### config.mk
export PLATFORM = sky130hd
export DESIGN_NAME = read_request_coalescer_core_flat
export DESIGN_NICKNAME = d
export VERILOG_FILES = /design/src/sv/rrc_pkg.sv /design/src/sv/rrc_leaf_if.sv /design/src/sv/rrc_run_if.sv /design/src/sv/read_request_coalescer_core.sv /design/src/flat_wrapper.sv
export VERILOG_INCLUDE_DIRS = /design/src /design/src/sv
export SDC_FILE = /design/constraint.sdc
export NUM_CORES = 1
export LEC_CHECK = 0
export BUFFER_PORTS_ARGS = -buffer_cell sky130_fd_sc_hd__buf_4
export CAP_MARGIN = 15
export CORE_UTILIZATION = 65
export CTS_CLUSTER_SIZE = 40
export DETAILED_ROUTE_END_ITERATION = 8
export HOLD_SLACK_MARGIN = 0.03
export PLACE_DENSITY = 0.84
export SLEW_MARGIN = 20
export SYNTH_ARGS = -nofsm -noshare
export SYNTH_HDL_FRONTEND = slang
export SYNTH_SLANG_ARGS = --single-unit
### constraint.sdc
create_clock -name clk -period 16.7 [get_ports clk]
set_clock_uncertainty 0.1 [all_clocks]
set_input_delay 0.835 -clock clk [delete_from_list [all_inputs] [get_ports clk]]
set_output_delay 0.835 -clock clk [all_outputs]
set_load 0.1 [all_outputs]
### src/sv/assert_macros.svh
// ---------------------------------------------------------------------------
// Assertion macros
// Shared concurrent assertion forms for the read request coalescer.
// ---------------------------------------------------------------------------
`ifndef ASSERT_MACROS_SVH
`define ASSERT_MACROS_SVH

// Same-cycle implication, checked outside reset.
`define RRC_ASSERT_SAME(lbl, clk, rst_n, ante, cons) \
  lbl: assert property (@(posedge clk) disable iff (!rst_n) (ante) |-> (cons)) \
    else $error("same-cycle check failed");

// Next-cycle implication, checked outside reset.
`define RRC_ASSERT_NEXT(lbl, clk, rst_n, ante, cons) \
  lbl: assert property (@(posedge clk) disable iff (!rst_n) (ante) |=> (cons)) \
    else $error("next-cycle check failed");

`endif

### src/sv/rrc_pkg.sv
// ---------------------------------------------------------------------------
// rrc_pkg
// Types and constants of the read request coalescer.
// ---------------------------------------------------------------------------
`timescale 1ns / 1ps

package rrc_pkg;

  localparam int SPEED_W = 17;
  localparam int LIMIT_W = 13;
  localparam int LIM_W   = 22;
  localparam int CSIZE_W = 7;

  localparam logic [SPEED_W-1:0] DEFAULT_KHZ   = 17'd4000;
  localparam logic [LIMIT_W-1:0] GAP_MIN       = 13'd64;
  localparam logic [LIMIT_W-1:0] RUN_MIN       = 13'd256;
  localparam logic [LIMIT_W-1:0] LIMIT_MAX     = 13'd4096;
  localparam logic [CSIZE_W-1:0] SIZE_MAX_LEAF = 7'd64;

  localparam int FIFO_DEPTH = 4;
  localparam int PTR_W      = 2;
  localparam int CNT_W      = 3;

  typedef struct packed {
    logic [31:0] leaf_addr;
    logic [15:0] leaf_size;
    logic        leaf_watched;
    logic        last_leaf;
  } leaf_t;

  typedef struct packed {
    logic [31:0] read_addr;
    logic [12:0] run_len;
    logic [9:0]  first_pos;
    logic [10:0] run_count;
    logic        final_run;
  } run_t;

endpackage

### src/sv/rrc_leaf_if.sv
// ---------------------------------------------------------------------------
// rrc_leaf_if
// Valid/ready channel that carries one watched-variable descriptor.
// ---------------------------------------------------------------------------
`timescale 1ns / 1ps

interface rrc_leaf_if;
  import rrc_pkg::*;

  logic  valid;
  logic  ready;
  leaf_t data;

  modport source (output valid, output data, input ready);
  modport sink (input valid, input data, output ready);
endinterface

### src/sv/rrc_run_if.sv
// ---------------------------------------------------------------------------
// rrc_run_if
// Valid/ready channel that carries one block-read request.
// ---------------------------------------------------------------------------
`timescale 1ns / 1ps

interface rrc_run_if;
  import rrc_pkg::*;

  logic valid;
  logic ready;
  run_t data;

  modport source (output valid, output data, input ready);
  modport sink (input valid, input data, output ready);
endinterface

### src/sv/read_request_coalescer_core.sv
// ---------------------------------------------------------------------------
// read_request_coalescer_core
// Merges address-sorted variable descriptors into block-read requests.
// ---------------------------------------------------------------------------
// A request is written into the registered request queue on the leaf transfer and is offered on out_ch from there.
// Throughput: one leaf per cycle while out_ch takes each request and each leaf
// yields at most one request; a leaf that splits a run and also closes the list yields two requests.
// The four-entry request queue sets the rate: in_ch.ready needs two free slots.
// Reset (synchronous, rst_n low) closes any run, clears the queue and the
// position count, and sets both limits to LIMIT_MAX, the values that 4000 kHz selects.
`timescale 1ns / 1ps

`include "assert_macros.svh"

module read_request_coalescer_core #(
  parameter int MAX_LEAVES = 1024
) (
  input  logic                          clk,
  input  logic                          rst_n,
  input  logic                          cfg_we,
  input  logic [rrc_pkg::SPEED_W-1:0]   cfg_wdata,
  rrc_leaf_if.sink                      in_ch,
  rrc_run_if.source                     out_ch
);
  import rrc_pkg::*;

  localparam int POS_W  = $clog2(MAX_LEAVES + 1);
  localparam int CALC_W = (POS_W > 11) ? POS_W : 11;

  logic [LIMIT_W-1:0] gap_r, run_r;
  logic [LIMIT_W-1:0] gap_nxt, run_nxt;
  logic [SPEED_W-1:0] speed;
  logic [LIM_W-1:0]   lim;

  logic [31:0]        open_start_r, open_start_nxt;
  logic [32:0]        open_end_r, open_end_nxt;
  logic [POS_W-1:0]   open_first_r, open_first_nxt;
  logic [POS_W-1:0]   wp_r, wp_nxt;
  logic               run_open_r, run_open_nxt;

  run_t               mem [FIFO_DEPTH];
  logic [PTR_W-1:0]   wr_ptr_r, rd_ptr_r;
  logic [CNT_W-1:0]   count_r;

  logic               in_acc, out_acc;
  logic               take, split, emit_final;
  logic [CSIZE_W-1:0] size_c;
  logic [32:0]        leaf_end;
  logic [31:0]        ns_start;
  logic [32:0]        ns_end;
  logic [POS_W-1:0]   ns_first, ns_wp;
  logic               ns_open;
  logic [32:0]        diff;
  run_t               split_res, final_res;
  run_t               e0, e1;
  logic               push0, push1;
  logic [1:0]         push_n;
  logic [32:0]        len_open, len_ns;
  logic [CALC_W-1:0]  cnt_open, cnt_ns;

  // Link speed to limits: 250 / 10 bytes per kHz is an exact multiply by 25.
  always_comb begin
    speed = (cfg_wdata == '0) ? DEFAULT_KHZ : cfg_wdata;
    lim   = (LIM_W'(speed) << 4) + (LIM_W'(speed) << 3) + LIM_W'(speed);
    if (lim < LIM_W'(GAP_MIN)) begin
      gap_nxt = GAP_MIN;
    end else if (lim > LIM_W'(LIMIT_MAX)) begin
      gap_nxt = LIMIT_MAX;
    end else begin
      gap_nxt = lim[LIMIT_W-1:0];
    end
    if (lim < LIM_W'(RUN_MIN)) begin
      run_nxt = RUN_MIN;
    end else if (lim > LIM_W'(LIMIT_MAX)) begin
      run_nxt = LIMIT_MAX;
    end else begin
      run_nxt = lim[LIMIT_W-1:0];
    end
  end

  assign in_ch.ready = (count_r <= CNT_W'(FIFO_DEPTH - 2));
  assign in_acc      = in_ch.valid && in_ch.ready;
  assign out_ch.valid = (count_r != '0);
  assign out_ch.data  = mem[rd_ptr_r];
  assign out_acc      = out_ch.valid && out_ch.ready;

  always_comb begin
    take = in_ch.data.leaf_watched && (wp_r < POS_W'(MAX_LEAVES));
    if (in_ch.data.leaf_size == '0) begin
      size_c = CSIZE_W'(1);
    end else if (in_ch.data.leaf_size > 16'(SIZE_MAX_LEAF)) begin
      size_c = SIZE_MAX_LEAF;
    end else begin
      size_c = in_ch.data.leaf_size[CSIZE_W-1:0];
    end
    leaf_end = {1'b0, in_ch.data.leaf_addr} + 33'(size_c);
    diff     = leaf_end - {1'b0, open_start_r};
    split = take && run_open_r &&
            (({2'b00, in_ch.data.leaf_addr} > ({1'b0, open_end_r} + 34'(gap_r))) ||
             (leaf_end < {1'b0, open_start_r}) ||
             (diff > 33'(run_r)));

    ns_start = open_start_r;
    ns_end   = open_end_r;
    ns_first = open_first_r;
    ns_wp    = wp_r;
    ns_open  = run_open_r;
    if (take) begin
      ns_wp   = wp_r + POS_W'(1);
      ns_open = 1'b1;
      if (split || !run_open_r) begin
        ns_start = in_ch.data.leaf_addr;
        ns_end   = leaf_end;
        ns_first = wp_r;
      end else if (leaf_end > open_end_r) begin
        ns_end = leaf_end;
      end
    end

    len_open = open_end_r - {1'b0, open_start_r};
    cnt_open = CALC_W'(wp_r) - CALC_W'(open_first_r);
    split_res.read_addr = open_start_r;
    split_res.run_len   = len_open[12:0];
    split_res.first_pos = 10'(CALC_W'(open_first_r));
    split_res.run_count = cnt_open[10:0];
    split_res.final_run = 1'b0;

    len_ns = ns_end - {1'b0, ns_start};
    cnt_ns = CALC_W'(ns_wp) - CALC_W'(ns_first);
    final_res.read_addr = ns_start;
    final_res.run_len   = len_ns[12:0];
    final_res.first_pos = 10'(CALC_W'(ns_first));
    final_res.run_count = cnt_ns[10:0];
    final_res.final_run = 1'b1;

    emit_final = in_ch.data.last_leaf && ns_open;
    e0     = split ? split_res : final_res;
    e1     = final_res;
    push0  = in_acc && (split || emit_final);
    push1  = in_acc && split && emit_final;
    push_n = {1'b0, push0} + {1'b0, push1};

    open_start_nxt = open_start_r;
    open_end_nxt   = open_end_r;
    open_first_nxt = open_first_r;
    wp_nxt         = wp_r;
    run_open_nxt   = run_open_r;
    if (in_acc) begin
      if (in_ch.data.last_leaf) begin
        open_start_nxt = '0;
        open_end_nxt   = '0;
        open_first_nxt = '0;
        wp_nxt         = '0;
        run_open_nxt   = 1'b0;
      end else begin
        open_start_nxt = ns_start;
        open_end_nxt   = ns_end;
        open_first_nxt = ns_first;
        wp_nxt         = ns_wp;
        run_open_nxt   = ns_open;
      end
    end
  end

  always_ff @(posedge clk) begin
    if (!rst_n) begin
      gap_r        <= LIMIT_MAX;
      run_r        <= LIMIT_MAX;
      open_start_r <= '0;
      open_end_r   <= '0;
      open_first_r <= '0;
      wp_r         <= '0;
      run_open_r   <= 1'b0;
      wr_ptr_r     <= '0;
      rd_ptr_r     <= '0;
      count_r      <= '0;
    end else begin
      if (cfg_we) begin
        gap_r <= gap_nxt;
        run_r <= run_nxt;
      end
      open_start_r <= open_start_nxt;
      open_end_r   <= open_end_nxt;
      open_first_r <= open_first_nxt;
      wp_r         <= wp_nxt;
      run_open_r   <= run_open_nxt;
      wr_ptr_r     <= wr_ptr_r + PTR_W'(push_n);
      if (out_acc) begin
        rd_ptr_r <= rd_ptr_r + PTR_W'(1);
      end
      count_r <= count_r + CNT_W'(push_n) - CNT_W'(out_acc);
    end
  end

  always_ff @(posedge clk) begin
    if (push0) begin
      mem[wr_ptr_r] <= e0;
    end
    if (push1) begin
      mem[wr_ptr_r + PTR_W'(1)] <= e1;
    end
  end

  `RRC_ASSERT_SAME(a_queue_bound, clk, rst_n, 1'b1, count_r <= CNT_W'(FIFO_DEPTH))
  `RRC_ASSERT_SAME(a_open_has_leaf, clk, rst_n, run_open_r, wp_r != '0)
  `RRC_ASSERT_NEXT(a_last_clears, clk, rst_n, in_acc && in_ch.data.last_leaf,
                   !run_open_r && (wp_r == '0))

endmodule
### src/flat_wrapper.sv
// flat-port wrapper written by rule: the top's interface ports become plain ports
module read_request_coalescer_core_flat import rrc_pkg::*;
#(
  parameter int MAX_LEAVES = 1024
)
  (clk, rst_n, cfg_we, cfg_wdata, in_ch_valid, in_ch_data, in_ch_ready, out_ch_valid, out_ch_data, out_ch_ready);
  rrc_leaf_if in_ch_i ();
  rrc_run_if out_ch_i ();
  input  logic clk;
  input  logic rst_n;
  input  logic cfg_we;
  input  logic [rrc_pkg::SPEED_W-1:0] cfg_wdata;
  input wire logic [$bits(in_ch_i.valid)-1:0] in_ch_valid;
  input wire logic [$bits(in_ch_i.data)-1:0] in_ch_data;
  output wire logic [$bits(in_ch_i.ready)-1:0] in_ch_ready;
  output wire logic [$bits(out_ch_i.valid)-1:0] out_ch_valid;
  output wire logic [$bits(out_ch_i.data)-1:0] out_ch_data;
  input wire logic [$bits(out_ch_i.ready)-1:0] out_ch_ready;
  assign in_ch_i.valid = in_ch_valid;
  assign in_ch_i.data = in_ch_data;
  assign in_ch_ready = in_ch_i.ready;
  assign out_ch_valid = out_ch_i.valid;
  assign out_ch_data = out_ch_i.data;
  assign out_ch_i.ready = out_ch_ready;
  read_request_coalescer_core #(.MAX_LEAVES(MAX_LEAVES)) u_core (.clk(clk), .rst_n(rst_n), .cfg_we(cfg_we), .cfg_wdata(cfg_wdata), .in_ch(in_ch_i), .out_ch(out_ch_i));
endmodule
### Word level (Yosys, flattened, before mapping)

Memories as Yosys holds them, arrays and structs flattened. A register that Yosys moved wholly into a read port is not among the register bits.
Cells that the tools add are included.

| operators by class | value |
|---|---|
| $add $sub $neg | 16 |
| magnitude comparators | 10 |
| multiplexer cells | 27 |
| reductions and logical operators | 17 |

Operator list:

| cell | number |
|---|---|
| $mux 33 | 4 |
| $mux 32 | 3 |
| $mux 67 | 1 |
| $mux 11 | 5 |
| $mux 13 | 3 |
| $add 33x13->34 | 1 |
| $gt 32x34->1 | 1 |
| $add 32x7->33 | 1 |
| $gt 33x13->1 | 1 |
| $gt 33x33->1 | 1 |
| $lt 33x32->1 | 1 |
| $sub 33x32->33 | 1 |
| $sub 13x13->13 | 2 |
| $add 21x20->22 | 1 |
| $add 22x17->22 | 1 |
| $gt 22x13->1 const B | 1 |
| $lt 22x7->1 const B | 1 |
| $lt 22x9->1 const B | 1 |
| $sub 11x11->11 | 2 |
| $logic_not 17->1 | 1 |
| $mux 17 | 1 |
| $gt 16x7->1 const B | 1 |
| $logic_not 16->1 | 1 |
| $mux 7 | 2 |
| 14 further kinds | 32 |

| word-level totals | value |
|---|---|
| flip-flop bits (word level) | 121 |
| memory bits (writable) | 268 |
| input bits | 72 |
| output and inout port bits | 69 |
| logic and storage cells | 81 |
| memories | 1 |

Memories:

| memory | words | width | read ports | clocked after Yosys merged registers in | write ports | line | source |
|---|---|---|---|---|---|---|---|
| u_core.mem | 4 | 67 | 1 | 1 | 2 | read_request_coalescer_core.sv:41 | `run_t mem [FIFO_DEPTH];` |

### Depth between registers and ports, before layout

| depth | value |
|---|---|
| word-level depth | 13 |
| gate-level depth with buffers | 53 |
| depth with buffers taken out | 52 |

### Least setup slack after synthesis

Ideal clock, no wire load.

| path | value |
|---|---|
| path kind | input port to flip-flop |
| start point | input in_ch_data[5] |
| end point | memory u_core.mem[0][34] (netlist name), data pin |
| setup time | 270 ps |
| data arrival time | 10,156 ps |
| required time | 16,330 ps |
| path slack | 6,174 ps |
| cell stages on the path | 51 |
| path buffers | 2 |
| cell sequence | or4_1 -> o31ai_1 -> nand2b_1 -> inv_1 -> nand2_1 -> inv_1 -> ha_1 -> a21o_1 -> a21oi_1 -> o21bai_1 -> a21oi_1 -> o21bai_1 -> a21oi_1 -> nand2b_1 -> nor2_1 -> xor2_1 -> ha_1 -> buf_2 -> [15 not listed] -> clkbuf_1 -> mux2_2 -> ha_1 -> nor2b_1 -> o21ai_0 -> a21boi_0 -> o21ai_0 -> a21oi_1 -> o21ai_0 -> nand2b_1 -> a21o_1 -> a21o_1 -> a21o_1 -> a21oi_1 -> xnor2_1 -> xor2_1 -> a21o_1 -> o21ai_0 |

RTL lines:

| element | line | source |
|---|---|---|
| start, declared | flat_wrapper.sv:14 | `input wire logic [$bits(in_ch_i.data)-1:0] in_ch_data;` |
| end, declared | read_request_coalescer_core.sv:41 |  |

==> Flow_metrics.wiki <==
{| class="wikitable"
! Metric !! Value
|-
| Max Slew Vio Count || 0
|-
| Setup repair after global routing missed its margin || false
|-
| Worst Setup End Kind || register
|-
| Post-CTS Repair Setup Buffers || 0
|-
| Boundary Pins || about 140
|-
| Reg2Reg Depth || 40
|-
| Pin count of the biggest net entering global routing || slightly below 70
|-
| Status || completed
|-
| Library cell occupying the most area in the post-synthesis netlist || edfxtp_1
|-
| Area share of the leading cell type in the synthesized netlist || roughly 30%
|-
| Average footprint of a synthesized cell || roughly 10 um2
|-
| Number of nets in the layout || about 3,000
|-
| Footprint of the multi-input gates || about 15,000 um2
|-
| FILL cells || 2,735
|-
| Slew at the pin closest to its max-slew limit || about 1.1 ns
|-
| Signal arrival time at the worst endpoint || 12.39 ns
|-
| Distinct cell type count after synthesis || 88
|-
| Global-route wire length before repair || around 130 mm
|-
| Total global-route track usage || between 30% and 40%
|-
| Cell area after synthesis || 26,500 um2
|-
| Std-Cell Core Area || approximately 40,000 um2
|-
| Mapped Cells || 2,643
|-
| H-tree Lvls || 2
|-
| Library cell contributing the largest single delay on the critical path || nor4_4
|-
| Primary flip-flop cell chosen by synthesis mapping || edfxtp_1
|-
| Remaining design rule violation count || 0
|-
| Met3 track demand over resource || approximately 7.5%
|-
| Wirelength, routed || between 80 and 90 mm
|-
| Vias per cell || about 7.0
|-
| Min setup slack post-route || 4.52 ns
|-
| Register bit total from synthesis || slightly below 400
|-
| Die Width || around 200 um
|-
| Initial antenna violation count || 0
|-
| Routing usage on met2 || between 60 and 70%
|-
| Violation count after the first detailed-route iteration || between 2,000 and 3,000
|-
| Count of max-cap constraint violations || 0
|-
| Worst max-slew margin expressed relative to the limit || around a quarter
|-
| Final worst path period share || between 70% and 80%
|-
| PwrDens || 116 nW/um2
|-
| Antenna Cells || 0
|-
| Setup TNS || 0 ns
|-
| Final weighted congestion of routability-driven global placement || slightly below 1
|-
| Startpoint-to-endpoint class of the critical path || in -> reg
|-
| Total of hold buffers inserted after clock tree synthesis || 0
|-
| VDD IR-drop max || between 0.08 and 0.09 mV
|-
| Sequential fraction of the synthesis area || between 30% and 40%
|-
| DR vias || 22,877
|-
| Total gr overflow || 0
|-
| Stage delay of the slowest cell on the critical path || 0.69 ns
|-
| Register area || about 10,000 um2
|-
| Detailed Place HPWL || between 50 and 60 mm
|-
| Post-route minimum period || 12.18 ns
|-
| Total Die Area || about 42,000 um2
|-
| Hold WC Path Type || reg -> reg
|-
| Total cell area at the placement stage || around 28,000 um2
|-
| Layout Cell Area excl Fill || between 20,000 and 30,000 um2
|-
| Met1 track utilization from global routing || about 50%
|-
| Largest buffer count on any clock path || 3
|-
| Remaining antenna violation count after routing || 0
|-
| CTS tree || yes
|-
| Busiest grt layer || met2
|-
| Fraction of synthesis flops using an asynchronous set or reset pin || 0%
|-
| Number of sinks on the clock net || ~390
|-
| Placement row count || 73
|-
| Achievable frequency || between 80 and 90 MHz
|-
| Hold path cells || 2
|-
| Yosys warning count || 0
|-
| DR WL/cell || approximately 25 um
|-
| Final Hold Violating Endpoints || 0
|-
| Tot Pwr || 3.38 mW
|-
| Leakage component of the power || 10.5 nW
|-
| Vertical die dimension || 204 um
|-
| Nets in the synthesized netlist || 2,933
|-
| CP Data Required Time || about 17 ns
|-
| Initial core utilization || 66.3%
|-
| Number of detailed-route iterations in the first pass || 6
|-
| I/O Buffers || 140
|-
| Number of clock buffers inserted by TritonCTS || 41
|-
| Area Growth Syn to Fin || 10.5%
|-
| Total of cells resized after clock tree synthesis || 0
|-
| Post-CTS clock slew at the launch and capture registers of the worst setup and hold paths || approximately 0.060 ns
|-
| Largest fanout on the critical path || 21
|-
| Synth area leaders || edfxtp_1 (30%), dfxtp_1 (9.6%), ha_1 (9.3%), mux4_2 (5.7%), o22ai_1 (4.6%)
|-
| Library cell used as clock root buffer || clkbuf_16
|-
| Clock insertion delay at the later pin of the skew report || approximately 0.6 ns
|-
| Worst hold slack || roughly 0.37 ns
|-
| Post-placement setup slack || roughly 4.2 ns
|-
| Layout cell share with drive strength beyond 1 || 13.6%
|-
| Setup crit start kind || input pin
|-
| Vias in the first global route || 22,719
|-
| EDFF count, synth || ~260
|-
| Total setup violations reported at the end of the flow || 0
|}
[path summary, 6_finish.rpt]
path | from | to | slack (ns)
max | in_ch_data[5] | u_core.mem[0][34] | 4.52
min | u_core.mem[0][0] | u_core.mem[0][0] | 0.37
max reg2reg | u_core.open_end_r[0] | u_core.mem[0][34] | 6.34
min reg2reg | u_core.mem[0][0] | u_core.mem[0][0] | 0.37
[metrics by stage]
step / util (%) / std cells
finish: 73.2 / 3252
global route: 73.2 / 3252
CTS: 73.2 / 3252
detailed placement: 69.8 / 3177
global placement: 69.8 / 3177
floorplan: - / 2643
[power by group]
part           switching (mW)  internal (mW)
clock network           0.407          0.540
logic                   0.929          0.387
registers              0.0444           1.07
[cell usage in the layout (no fill, tap or decap), drive strengths merged, types with 38 or more instances in the layout]
cell / instances
a21o: 47
a21oi: 137
a22o: 98
a22oi: 59
and2: 53
buf: 171
clkbuf: 52
dfxtp: 127
edfxtp: 264
ha: 197
inv: 171
mux4: 67
nand2: 141
nand2b: 43
nand3: 50
nand4: 43
nor2: 136
nor2b: 91
nor3: 40
o21ai: 131
o22ai: 193
xnor2: 98
xor2: 38
[Yosys cell counts (47+ instances only)]
master and n:
a21o_1 47, a21oi_1 134, a22o_1 98, a22oi_1 59, and2_1 51, clkbuf_1 137, dfxtp_1 127, edfxtp_1 264
ha_1 197, inv_1 164, mux4_2 67, nand2_1 140, nand3_1 50, nor2_1 135, nor2b_1 91, o21ai_0 115
o22ai_1 193, xnor2_1 97
[cell families after synthesis]
logic type / count (synthesis) / synth area share [%]
and+or+nand+nor: 671 / 13.2
buffers and inverters: 331 / 4.74
DFF: 391 / 39.6
muxes: 92 / 6.77
AOI/OAI and AO/OA: 803 / 20.2
xor gates and xnor gates: 136 / 4.53
adders and majority gates: 219 / 11.0
[flip-flops by register name, summed over array words and instances, names as in the netlist, named ones only]
| register | flops |
|---|---|
| u_core.count_r | 3 |
| u_core.gap_r | 13 |
| u_core.mem | 268 |
| u_core.open_end_r | 33 |
| u_core.open_first_r | 11 |
| u_core.open_start_r | 32 |
| u_core.rd_ptr_r | 2 |
| u_core.run_open_r | 1 |
| u_core.run_r | 13 |
| u_core.wp_r | 11 |
| u_core.wr_ptr_r | 2 |
[critical path: cells and delay by family]
family / cells / cell delay (ns)
xor gates and xnor gates: 4 / 0.78
and+or+nand+nor: 14 / 3.96
buffers and inverters: 4 / 0.40
adders and majority gates: 4 / 1.26
muxes: 1 / 0.43
AOI/OAI and AO/OA: 24 / 4.73
[per-layer routing]
| metal | share of wire [%] | routed length, um | up-vias |
|---|---|---|---|
| met1 | 37 | 30300 | 10963 |
| met2 | 47 | 38000 | 1542 |
| met3 | 11 | 9240 | 297 |
| met5 | 0 | 0 | - |
| li1 | - | - | 10075 |
| met4 | 4.6 | 3720 | 0 |
[layout make-up]
class                           instances  share of cell area [%]
Clock buffer                           52                    3.83
Timing Repair Buffer                  171                    4.39
Sequential cell                       391                    35.8
Clock inverter                         23                   0.848
Multi-Input combinational cell       1921                    50.7
Inverter                              169                    2.17
Tap cell                              525                    2.25
(Power assumes the default switching activity.)
